==> config.mk <==
export PLATFORM = sky130hd
export DESIGN_NAME = bounded_deque_with_cursor_search_core
export DESIGN_NICKNAME = d
export VERILOG_FILES = /design/src/hdl/bdq_pkg.sv /design/src/hdl/bdq_cell.sv /design/src/hdl/bounded_deque_with_cursor_search_core.sv
export SDC_FILE = /design/constraint.sdc
export NUM_CORES = 2
export LEC_CHECK = 0
export BUFFER_PORTS_ARGS = -buffer_cell sky130_fd_sc_hd__buf_2
export CELL_PAD_IN_SITES_DETAIL_PLACEMENT = 0
export CELL_PAD_IN_SITES_GLOBAL_PLACEMENT = 1
export CORE_UTILIZATION = 53
export CTS_BUF_LIST = sky130_fd_sc_hd__clkbuf_8 sky130_fd_sc_hd__clkbuf_16
export DETAILED_ROUTE_END_ITERATION = 12
export PLACE_DENSITY = 0.79
export SLEW_MARGIN = 20
export SYNTH_ARGS = -nofsm -noshare
export SYNTH_HDL_FRONTEND = slang
export SYNTH_SLANG_ARGS = --single-unit
export TNS_END_PERCENT = 5
==> constraint.sdc <==
create_clock -name clk -period 5.5 [get_ports clk]
set_input_delay 0.55 -clock clk [delete_from_list [all_inputs] [get_ports clk]]
set_output_delay 0.55 -clock clk [all_outputs]
set_load 0.02 [all_outputs]
==> src/hdl/bdq_pkg.sv <==
// Shared types and constants for the bounded deque with cursor search.
`timescale 1ns / 1ps
`default_nettype none
package bdq_pkg;

  localparam int BDQ_DEPTH      = 16;
  localparam int BDQ_DATA_WIDTH = 32;

  localparam logic [2:0] OP_PREPEND = 3'd0;
  localparam logic [2:0] OP_APPEND  = 3'd1;
  localparam logic [2:0] OP_READ    = 3'd2;
  localparam logic [2:0] OP_RESET   = 3'd3;
  localparam logic [2:0] OP_SEARCH  = 3'd4;

  typedef enum logic {
    ST_IDLE,
    ST_WALK
  } state_t;

  // write controls broadcast to every cell
  typedef struct packed {
    logic prepend;
    logic append;
  } ctl_t;

  // flags of the probe token that walks the chain
  typedef struct packed {
    logic vld;
    logic srch;
    logic hit;
  } tok_t;

endpackage
`default_nettype wire

==> src/hdl/bdq_cell.sv <==
// One deque cell: holds the entry at queue position IDX and passes the probe token on.
`timescale 1ns / 1ps
`default_nettype none
module bdq_cell import bdq_pkg::*; #(
  parameter int DATA_WIDTH = BDQ_DATA_WIDTH,
  parameter int IW         = 4,
  parameter int CW         = 5,
  parameter int IDX        = 0
) (
  input  wire                   clk,
  input  wire                   rst_n,
  input  ctl_t                  ctl,
  input  wire  [CW-1:0]         count,
  input  wire  [DATA_WIDTH-1:0] din,
  input  wire  [DATA_WIDTH-1:0] prev_entry,
  output logic [DATA_WIDTH-1:0] entry_q,
  input  tok_t                  tok_in,
  input  wire  [IW-1:0]         pos_in,
  input  wire  [DATA_WIDTH-1:0] word_in,
  output tok_t                  tok_out,
  output logic [IW-1:0]         pos_out,
  output logic [DATA_WIDTH-1:0] word_out
);

  logic [DATA_WIDTH-1:0] entry_r;
  tok_t                  tok_r, tok_nxt;
  logic [IW-1:0]         pos_r;
  logic [DATA_WIDTH-1:0] word_r, word_nxt;
  logic                  live;
  logic                  sel;

  assign live = CW'(IDX) < count;
  assign sel  = pos_in == IW'(IDX);

  // prepend shifts the whole row one cell toward the back
  always_ff @(posedge clk) begin
    if (ctl.prepend) begin
      entry_r <= prev_entry;
    end else if (ctl.append && (count == CW'(IDX))) begin
      entry_r <= din;
    end
  end

  always_comb begin
    tok_nxt  = tok_in;
    word_nxt = word_in;
    if (tok_in.vld) begin
      if (tok_in.srch) begin
        tok_nxt.hit = tok_in.hit | (live && (entry_r == word_in));
      end else if (sel) begin
        word_nxt = entry_r;
      end
    end
  end

  always_ff @(posedge clk) begin
    if (!rst_n) begin
      tok_r <= '0;
    end else begin
      tok_r <= tok_nxt;
    end
  end

  always_ff @(posedge clk) begin
    pos_r  <= pos_in;
    word_r <= word_nxt;
  end

  assign entry_q  = entry_r;
  assign tok_out  = tok_r;
  assign pos_out  = pos_r;
  assign word_out = word_r;

endmodule
`default_nettype wire

==> src/hdl/bounded_deque_with_cursor_search_core.sv <==
// Top level: bounded deque held in a shifting row of cells, with cursor read and search.
// Prepend, append, cursor reset, unused opcodes and reads past the end: result in the cycle
// after the input beat; a new beat is taken as soon as the result register frees up.
// Cursor read and search send a probe token down the DEPTH-cell row, one cell per cycle;
// the result is loaded as the token leaves the row, and no new beat is taken until then.
// Reset (rst_n, synchronous) empties the queue and puts the cursor past the end.
`timescale 1ns / 1ps
`default_nettype none
module bounded_deque_with_cursor_search_core import bdq_pkg::*; #(
  parameter int DEPTH      = BDQ_DEPTH,
  parameter int DATA_WIDTH = BDQ_DATA_WIDTH
) (
  input  wire                clk,
  input  wire                rst_n,
  input  wire                in_valid,
  output logic               in_ready,
  input  wire         [2:0]  in_opcode,
  input  wire  signed [31:0] in_value,
  output logic               out_valid,
  input  wire                out_ready,
  output logic signed [31:0] out_read_data,
  output logic               out_found,
  output logic        [4:0]  out_list_length,
  output logic               out_rejected
);

  localparam int IW = $clog2(DEPTH);
  localparam int CW = $clog2(DEPTH + 1);
  localparam int KW = (DATA_WIDTH < 32) ? DATA_WIDTH : 32;
  localparam logic [31:0] WORD_MASK = 32'hFFFF_FFFF >> (32 - KW);

  state_t                state_r, state_nxt;
  logic [CW-1:0]         count_r, count_nxt;
  logic [IW-1:0]         cur_pos_r, cur_pos_nxt;
  logic                  cur_vld_r, cur_vld_nxt;

  logic                  out_valid_r, out_valid_nxt;
  logic [31:0]           rd_r, rd_nxt;
  logic                  found_r, found_nxt;
  logic [4:0]            len_r, len_nxt;
  logic                  rej_r, rej_nxt;

  logic                  accept;
  logic                  is_ins;
  logic                  full;
  logic                  launch;
  logic                  done;
  logic [31:0]           in_word;
  logic [DATA_WIDTH-1:0] din;
  ctl_t                  ctl;
  tok_t                  tok0;

  logic [DATA_WIDTH-1:0] ent  [DEPTH];
  tok_t                  tok  [DEPTH];
  logic [IW-1:0]         pos  [DEPTH];
  logic [DATA_WIDTH-1:0] word [DEPTH];

  assign accept  = in_valid && in_ready;
  assign in_word = in_value & WORD_MASK;
  assign din     = DATA_WIDTH'(in_word);
  assign full    = count_r == CW'(DEPTH);
  assign is_ins  = (in_opcode == OP_PREPEND) || (in_opcode == OP_APPEND);

  assign ctl.prepend = accept && (in_opcode == OP_PREPEND) && !full;
  assign ctl.append  = accept && (in_opcode == OP_APPEND) && !full;

  assign launch = accept &&
                  ((in_opcode == OP_SEARCH) || ((in_opcode == OP_READ) && cur_vld_r));
  assign tok0.vld  = launch;
  assign tok0.srch = in_opcode == OP_SEARCH;
  assign tok0.hit  = 1'b0;

  assign done = tok[DEPTH-1].vld;

  for (genvar i = 0; i < DEPTH; i++) begin : g_cell
    if (i == 0) begin : g_head
      bdq_cell #(
        .DATA_WIDTH (DATA_WIDTH),
        .IW         (IW),
        .CW         (CW),
        .IDX        (i)
      ) u_cell (
        .clk        (clk),
        .rst_n      (rst_n),
        .ctl        (ctl),
        .count      (count_r),
        .din        (din),
        .prev_entry (din),
        .entry_q    (ent[i]),
        .tok_in     (tok0),
        .pos_in     (cur_pos_r),
        .word_in    (din),
        .tok_out    (tok[i]),
        .pos_out    (pos[i]),
        .word_out   (word[i])
      );
    end else begin : g_body
      bdq_cell #(
        .DATA_WIDTH (DATA_WIDTH),
        .IW         (IW),
        .CW         (CW),
        .IDX        (i)
      ) u_cell (
        .clk        (clk),
        .rst_n      (rst_n),
        .ctl        (ctl),
        .count      (count_r),
        .din        (din),
        .prev_entry (ent[i-1]),
        .entry_q    (ent[i]),
        .tok_in     (tok[i-1]),
        .pos_in     (pos[i-1]),
        .word_in    (word[i-1]),
        .tok_out    (tok[i]),
        .pos_out    (pos[i]),
        .word_out   (word[i])
      );
    end
  end

  // queue length and cursor, all settled at the input beat
  always_comb begin
    count_nxt   = count_r;
    cur_pos_nxt = cur_pos_r;
    cur_vld_nxt = cur_vld_r;
    if (accept) begin
      unique case (in_opcode)
        OP_PREPEND: begin
          if (!full) begin
            count_nxt   = count_r + CW'(1);
            cur_pos_nxt = '0;
            cur_vld_nxt = 1'b1;
          end
        end
        OP_APPEND: begin
          if (!full) begin
            count_nxt = count_r + CW'(1);
            if (count_r == '0) begin
              cur_pos_nxt = '0;
              cur_vld_nxt = 1'b1;
            end
          end
        end
        OP_READ: begin
          if (cur_vld_r) begin
            if (CW'(cur_pos_r) + CW'(1) == count_r) begin
              cur_vld_nxt = 1'b0;
            end else begin
              cur_pos_nxt = cur_pos_r + IW'(1);
            end
          end
        end
        OP_RESET: begin
          cur_pos_nxt = '0;
          cur_vld_nxt = count_r != '0;
        end
        default: begin
        end
      endcase
    end
  end

  // result register: loaded at the beat for short ops, at token exit for walks
  always_comb begin
    out_valid_nxt = out_valid_r && !out_ready;
    rd_nxt        = rd_r;
    found_nxt     = found_r;
    len_nxt       = len_r;
    rej_nxt       = rej_r;
    if (done) begin
      out_valid_nxt = 1'b1;
      rd_nxt        = tok[DEPTH-1].srch ? 32'd0 : 32'(word[DEPTH-1]);
      found_nxt     = tok[DEPTH-1].srch & tok[DEPTH-1].hit;
      len_nxt       = 5'(count_r);
      rej_nxt       = 1'b0;
    end else if (accept && !launch) begin
      out_valid_nxt = 1'b1;
      rd_nxt        = 32'd0;
      found_nxt     = 1'b0;
      len_nxt       = 5'(count_nxt);
      rej_nxt       = is_ins && full;
    end
  end

  always_comb begin
    state_nxt = state_r;
    unique case (state_r)
      ST_IDLE: if (launch) state_nxt = ST_WALK;
      ST_WALK: if (done) state_nxt = ST_IDLE;
      default: state_nxt = ST_IDLE;
    endcase
  end

  always_comb begin
    unique case (state_r)
      ST_IDLE: in_ready = !out_valid_r || out_ready;
      ST_WALK: in_ready = 1'b0;
      default: in_ready = 1'b0;
    endcase
  end

  always_ff @(posedge clk) begin
    if (!rst_n) begin
      state_r     <= ST_IDLE;
      count_r     <= '0;
      cur_pos_r   <= '0;
      cur_vld_r   <= 1'b0;
      out_valid_r <= 1'b0;
    end else begin
      state_r     <= state_nxt;
      count_r     <= count_nxt;
      cur_pos_r   <= cur_pos_nxt;
      cur_vld_r   <= cur_vld_nxt;
      out_valid_r <= out_valid_nxt;
    end
  end

  always_ff @(posedge clk) begin
    rd_r    <= rd_nxt;
    found_r <= found_nxt;
    len_r   <= len_nxt;
    rej_r   <= rej_nxt;
  end

  assign out_valid       = out_valid_r;
  assign out_read_data   = rd_r;
  assign out_found       = found_r;
  assign out_list_length = len_r;
  assign out_rejected    = rej_r;

  a_done_in_walk: assert property (@(posedge clk) disable iff (!rst_n)
    done |-> state_r == ST_WALK)
    else $error("probe token left the row outside a walk");

  a_count_bound: assert property (@(posedge clk) disable iff (!rst_n)
    count_r <= CW'(DEPTH))
    else $error("queue length above depth");

  a_cursor_in_queue: assert property (@(posedge clk) disable iff (!rst_n)
    cur_vld_r |-> (CW'(cur_pos_r) < count_r))
    else $error("valid cursor beyond back of queue");

  a_count_step: assert property (@(posedge clk) disable iff (!rst_n)
    state_r == ST_WALK |=> count_r == $past(count_r))
    else $error("queue length changed during a walk");

endmodule
`default_nettype wire

# After elaboration in Yosys (flattened, before gate mapping)

Index checks and enable logic that the tools add are counted.

Bits in registers: 1183
Input bits: 39
Logic and storage cells: 410
Output and inout port bits: 41

Eq/ne operators: 57
Reduce and logical (&&, ||, !) cells: 75
Order comparisons: 16
Multiplexer cells: 138
$add $sub $neg: 3
Bitwise gates (word level): 17

Operators with widths:

| operator                                                             | number |
|---|---|
| 32-bit two-way mux                                                   | 83 |
| 32-bit == test                                                       | 16 |
| 1-bit logical AND                                                    | 42 |
| 1-bit two-way mux                                                    | 41 |
| 5-bit by 4-bit == test with 1-bit output (second input constant)     | 8 |
| 4-bit by 5-bit < comparator with 1-bit output (first input constant) | 8 |
| 2-bit nonzero test                                                   | 17 |
| 4-bit == test (second input constant)                                | 8 |
| 5-bit two-way mux                                                    | 5 |
| 5-bit by 3-bit == test with 1-bit output (second input constant)     | 4 |
| 3-bit by 5-bit < comparator with 1-bit output (first input constant) | 4 |
| 4-bit two-way mux                                                    | 5 |
| 4-bit by 3-bit == test with 1-bit output (second input constant)     | 4 |
| 4-bit one-hot mux with 4 select lines                                | 1 |
| 1-bit OR                                                             | 15 |
| 5-bit by 2-bit == test with 1-bit output (second input constant)     | 2 |
| 1-bit by 5-bit < comparator with 1-bit output (first input constant) | 2 |
| 2-bit by 5-bit < comparator with 1-bit output (first input constant) | 2 |
| 4-bit by 2-bit == test with 1-bit output (second input constant)     | 2 |
| 2-bit != test (second input constant)                                | 4 |
| 7-bit AND reduction                                                  | 1 |
| 3-bit by 2-bit == test with 1-bit output (second input constant)     | 2 |
| 4-bit by 1-bit adder with 5-bit output (second input constant)       | 1 |
| 5-bit by 1-bit adder with 5-bit output (second input constant)       | 1 |
| 22 further kinds                                                     | 28 |

# Longest topological paths before layout

Depth after elaboration: 9
Gate-level depth with buffers: 12
Mapped depth without buffers: 7

# By module

Synthesis repeated with hierarchy kept, for this count alone.

Cells, all modules: 3322
Area, all modules: 50667.3 sq um

Modules (own cells, without submodules):

| module                                   | sequential area each (sq um) | instances | cells each | area each (sq um) |
|---|---|---|---|---|
| bdq_cell at g_cell[14].g_body.u_cell ... | 1741.7                       | 2         | 195        | 3051.7 |
| bdq_cell at g_cell[2].g_body.u_cell      | 1741.7                       | 1         | 196        | 3071.7 |
| bdq_cell at g_cell[4].g_body.u_cell      | 1741.7                       | 1         | 195        | 3070.4 |
| bdq_cell at g_cell[3].g_body.u_cell      | 1741.7                       | 1         | 194        | 3067.9 |
| bdq_cell at g_cell[9].g_body.u_cell      | 1741.7                       | 1         | 196        | 3065.4 |
| bdq_cell at g_cell[8].g_body.u_cell      | 1741.7                       | 1         | 197        | 3064.2 |
| bdq_cell at g_cell[1].g_body.u_cell      | 1741.7                       | 1         | 193        | 3057.9 |
| bdq_cell at g_cell[12].g_body.u_cell     | 1741.7                       | 1         | 196        | 3054.2 |
| bdq_cell at g_cell[11].g_body.u_cell     | 1741.7                       | 1         | 194        | 3051.7 |
| bdq_cell at g_cell[15].g_body.u_cell     | 1741.7                       | 1         | 193        | 3050.4 |
| bdq_cell at g_cell[6].g_body.u_cell      | 1741.7                       | 1         | 196        | 2946.6 |
| bdq_cell at g_cell[0].g_head.u_cell      | 1741.7                       | 1         | 195        | 2944.1 |
| bdq_cell at g_cell[10].g_body.u_cell     | 1741.7                       | 1         | 197        | 2929.1 |
| bdq_cell at g_cell[13].g_body.u_cell     | 1741.7                       | 1         | 196        | 2924.1 |
| 2 more rows                              | n/a                          | n/a       | n/a        | n/a |

# Worst setup path before layout

No wires, ideal clock.

Kind: input-to-reg
From: input in_opcode[1]
To: register g_cell[14].g_body.u_cell.entry_r[0] (enable)
Setup time: 470 ps
Setup slack: 1544 ps
Arrival time: 3487 ps
Buffers on the path: 0
Data required time: 5030 ps
Stages: 3
Cell sequence: nor4_4 -> nand2_1 -> o31ai_1

Longest elaborated chain between the ends: 5
Elaborated cells on any way between the ends: 8
Those cells by class: 1 x eq/ne; 7 x reduce/logical

Ends and longest elaborated chain:

| item                                     | line                                        | text |
|---|---|---|
| from (decl)                              | bounded_deque_with_cursor_search_core.sv:17 | `input wire [2:0] in_opcode,` |
| 3-bit by 1-bit == test with 1-bit output | bounded_deque_with_cursor_search_core.sv:65 | `assign ctl.append = accept && (in_opcode == OP_APPEND) && !full;` |
| 1-bit logical AND (2 in a row)           | bounded_deque_with_cursor_search_core.sv:65 |  |
| 1-bit logical AND                        | bdq_cell.sv:39                              | `end else if (ctl.append && (count == CW'(IDX))) begin` |
| 2-bit nonzero test (no source line) (*)  | n/a                                         |  |
| to (signal assigned)                     | bdq_cell.sv:38                              | `entry_r <= prev_entry;` |
| to (signal assigned)                     | bdq_cell.sv:40                              | `entry_r <= din;` |
| to (decl)                                | bdq_cell.sv:25                              | `logic [DATA_WIDTH-1:0] entry_r;` |

Mark *: on every way between the ends. The rest lies on a longest branch, timed or not.
A chain may end at the register's enable or synchronous reset.

# Final worst setup path

From: register count_r[1]
To: register g_cell[11].g_body.u_cell.entry_r[1] (data pin)

Longest elaborated chain between the ends: 4

Ends and longest elaborated chain:

| item                   | line                                         | text |
|---|---|---|
| from (decl)            | bounded_deque_with_cursor_search_core.sv:33  | `logic [CW-1:0] count_r, count_nxt;` |
| from (signal assigned) | bounded_deque_with_cursor_search_core.sv:211 | `count_r <= count_nxt;` |
| 5-bit == test          | bounded_deque_with_cursor_search_core.sv:61  | `assign full = count_r == CW'(DEPTH);` |
| 1-bit zero test        | n/a                                          |  |
| 1-bit logical AND      | bounded_deque_with_cursor_search_core.sv:64  | `assign ctl.prepend = accept && (in_opcode == OP_PREPEND) && !full;` |
| 32-bit two-way mux     | bdq_cell.sv:37                               | `if (ctl.prepend) begin` |
| to (signal assigned)   | bdq_cell.sv:38                               |  |
| to (signal assigned)   | bdq_cell.sv:40                               |  |
| to (decl)              | bdq_cell.sv:25                               |  |

No other way between the ends.

==> results.toml <==
[drt]
dr_total_vias = 27300
drcViolationCount = 2
routed_wl_microns = 128000
avgViaCountPerCell = 5.80
wl_met1_microns = 51000
dr_wl_met2_microns = 64300
wl_per_cell_microns = 27.1
firstDrtPassIters = 11
ant_nets = 0
detail_route.iter0.violations = 2300
top_layer = "met4"
met3_length_microns = 7010

[cells_and_area]
drive_above_1_share_pct = 25.2
final_cell_mix = "dfxtp_1, edfxtp_1, mux2_2"
fin_area_sq_um = 52900
fin_nets = 3478
instances_no_fill = 4701
area_growth_pct = 11.5
final_common_cell = "dfxtp_1"
utilization_pct = 59.7

[power_and_ir_drop]
total_power_mw = 19.0
power_density_nw_per_um2 = 359
p_leak_nw = 21.2
vdd_drop_max_v = 0.000283

[floorplanning]
core-area_sq_um = 88500
rows = 109
start_util_pct = 53.5
die_x_microns = 301
fp.dieH_microns = 301
dieArea_sq_um = 90600
io-pin-count = 80

[logic_synthesis]
synth.avg_cell_area_sq_um = 14.0
yosys-top-cells-area = "edfxtp_1, dfxtp_1, mux2_2, a21o_1, xor2_1"
syn-num-nets = 3417
synth.distinct_cells = 56
yosys_warnings = 0
netlist_area_sq_um = 47400
synth_top_area_share_pct = 34.9
yosys.area.top_type = "edfxtp_1"
synth_edf_count = 550
ys.flop_type = "dfxtp_1"
ys_async_sr_fraction_pct = 0
yosysSeqAreaShare_pct = 61.6
synth-seq-cells = 1183
syn_inst = 3373

[critical_path]
cp_slowest_cell = "or3_2"
reg2reg_slack_ns = 2.23
crit_type = "reg -> reg"
required_ns = 5.93
critPathLaunchType = "flop"
cpPeakStageDelay_ns = 0.76
rr_startpoint = "count_r[1]"
worst-path-buf-inv = 1
worstSetupStartpoint = "count_r[1]"
arrival_ns = 3.70
critPathCapture = "g_cell[11].g_body.u_cell.entry_q[1]"
reg2reg_depth = 7
path_max_fanout = 23
worstPathCellList = "inv_1, ha_1, nand2_1, nor3_1, or3_2, and2_1, a21o_1"
worstSetupEndpointType = "flop"
r2r-end = "g_cell[11].g_body.u_cell.entry_q[1]"
crit_family = "simple AND/OR/NAND/NOR gates"
crit_cells = 7

[clock_network]
clk_path_buf_depth = 3
cts.sinks = 1183
cts-root-buf = "clkbuf_16"
insertion_delay_ns = 0.70
cts_resized = 0
post_cts_buffers = 0
cts_tree = "yes"
numCtsBuffers = 116
cts_max_level = 3
hold_buffers = 0
path_clk_slew_ns = 0.06

[hold_path]
hold_class = "in -> reg"

[timing]
rsz0062_at_grt = "false"
fin_crit_ns = 3.27
finClkSkew_ns = 0.0328
hold_viol = 0
period_share_pct = 59.5
setup_ws_ns = 2.23
worstMarginPinSlew_ns = 1.10
finalSetupViolations = 0
relSlewSlack_pct = 26.5
slew_viol_final = 0
whs_ns = 0.0902
max_freq_mhz = 306
fin_setup_tns_ns = 0

[job]
drv_cap = 0

[outcome]
outcome = "finished with violations"
failed_checks = "DRC"

[global_routing]
grt_pass1_vias = 28700
antenna_found_initial = 5
grt_overflow = 0
grt_max_degree = 81
grt_pass1_wl_microns = 187000
groute.usage.overall_pct = 28.2

[placed_design]
io_buffers = 79
dp_slack_ns = 2.12
place_area_sq_um = 48800
globalplace.congestion = 0.879
placed_cells = 4478
dp_hpwl_microns = 88400
-- area by class of cell --
type                       count  area [sq um]
multi-input combinational   1989         17200
clock inverter                81           657
inverter                       9          33.8
antenna                        1          2.50
tap                         1165          1460
clock buffer                 138          3270
fill                        6764         35700
timing repair buffer         135          1080
sequential                  1183         29200
-- report_power, final --
part | total [mW] | internal [mW] | switching, mW
Clock | 8.02 | 4.61 | 3.41
Sequential | 9.84 | 9.57 | 0.270
Combinational | 1.12 | 0.505 | 0.619
-- state kept, by name, indices dropped and copies added, names as in the netlist, 3 cells and up --
register and cells:
count_r 5, g_cell.g_head.u_cell.pos_out 4, g_cell.g_head.u_cell.tok_out 3, g_cell.g_body.u_cell.word_out 480, out_read_data 32, g_cell.g_head.u_cell.word_out 32
out_list_length 5, cur_pos_r 4, g_cell.g_body.u_cell.pos_out 56, g_cell.g_body.u_cell.entry_q 480, g_cell.g_body.u_cell.tok_out 45, g_cell.g_head.u_cell.entry_q 32
-- synth_stat cells, drive strengths merged (3+ instances only) --
cell	count
and2	101
dfxtp	633
nor4	77
nand4	71
xor2	285
nor4b	7
nand2b	5
a22o	10
o21ai	11
a21oi	16
a2111oi	8
nand2	29
buf	103
edfxtp	550
inv	9
mux2i	3
ha	5
nand4b	3
nand3b	11
nor4bb	6
o211ai	3
a21o	482
nor3	25
nor2b	6
clkbuf	89
nor3b	7
nor2	16
o21a	3
mux2	512
nand3	27
xnor2	236
-- routing by layer --
| metal | global-route usage, % | vias to the layer above |
|---|---|---|
| li1 | - | 12400 |
| met1 | 34.9 | 13800 |
| met2 | 49.2 | 839 |
| met3 | 4.44 | 260 |
| met4 | 11.0 | 0 |
| met5 | 0 | - |
-- how the worst min path moves through the flow --
stage | startpoint | to | slack [ns] | depth (start not counted)
global placement | g_cell[8].g_body.u_cell.pos_out[3] | g_cell[9].g_body.u_cell.pos_out[3] | 0.33 | 0
global route | in_value[23] | g_cell[0].g_head.u_cell.entry_q[23] | 0.07 | 1
detailed placement | g_cell[8].g_body.u_cell.pos_out[3] | g_cell[9].g_body.u_cell.pos_out[3] | 0.33 | 0
finish | in_value[2] | g_cell[0].g_head.u_cell.entry_q[2] | 0.09 | 1
CTS | in_value[2] | g_cell[0].g_head.u_cell.entry_q[2] | 0.05 | 1
floorplan | g_cell[9].g_body.u_cell.pos_out[0] | g_cell[10].g_body.u_cell.pos_out[0] | 0.32 | 0
-- cells by family after synthesis --
| family | after synthesis | share of synthesized area (%) |
|---|---|---|
| xor+xnor | 521 | 9.63 |
| simple gates | 402 | 5.29 |
| compound gates | 546 | 8.60 |
| mux | 515 | 12.2 |
| flops | 1183 | 61.6 |
| fa+ha+maj | 5 | 0.132 |
| buf+inv | 201 | 2.52 |
Note: power is estimated with default switching activity, not from simulation.
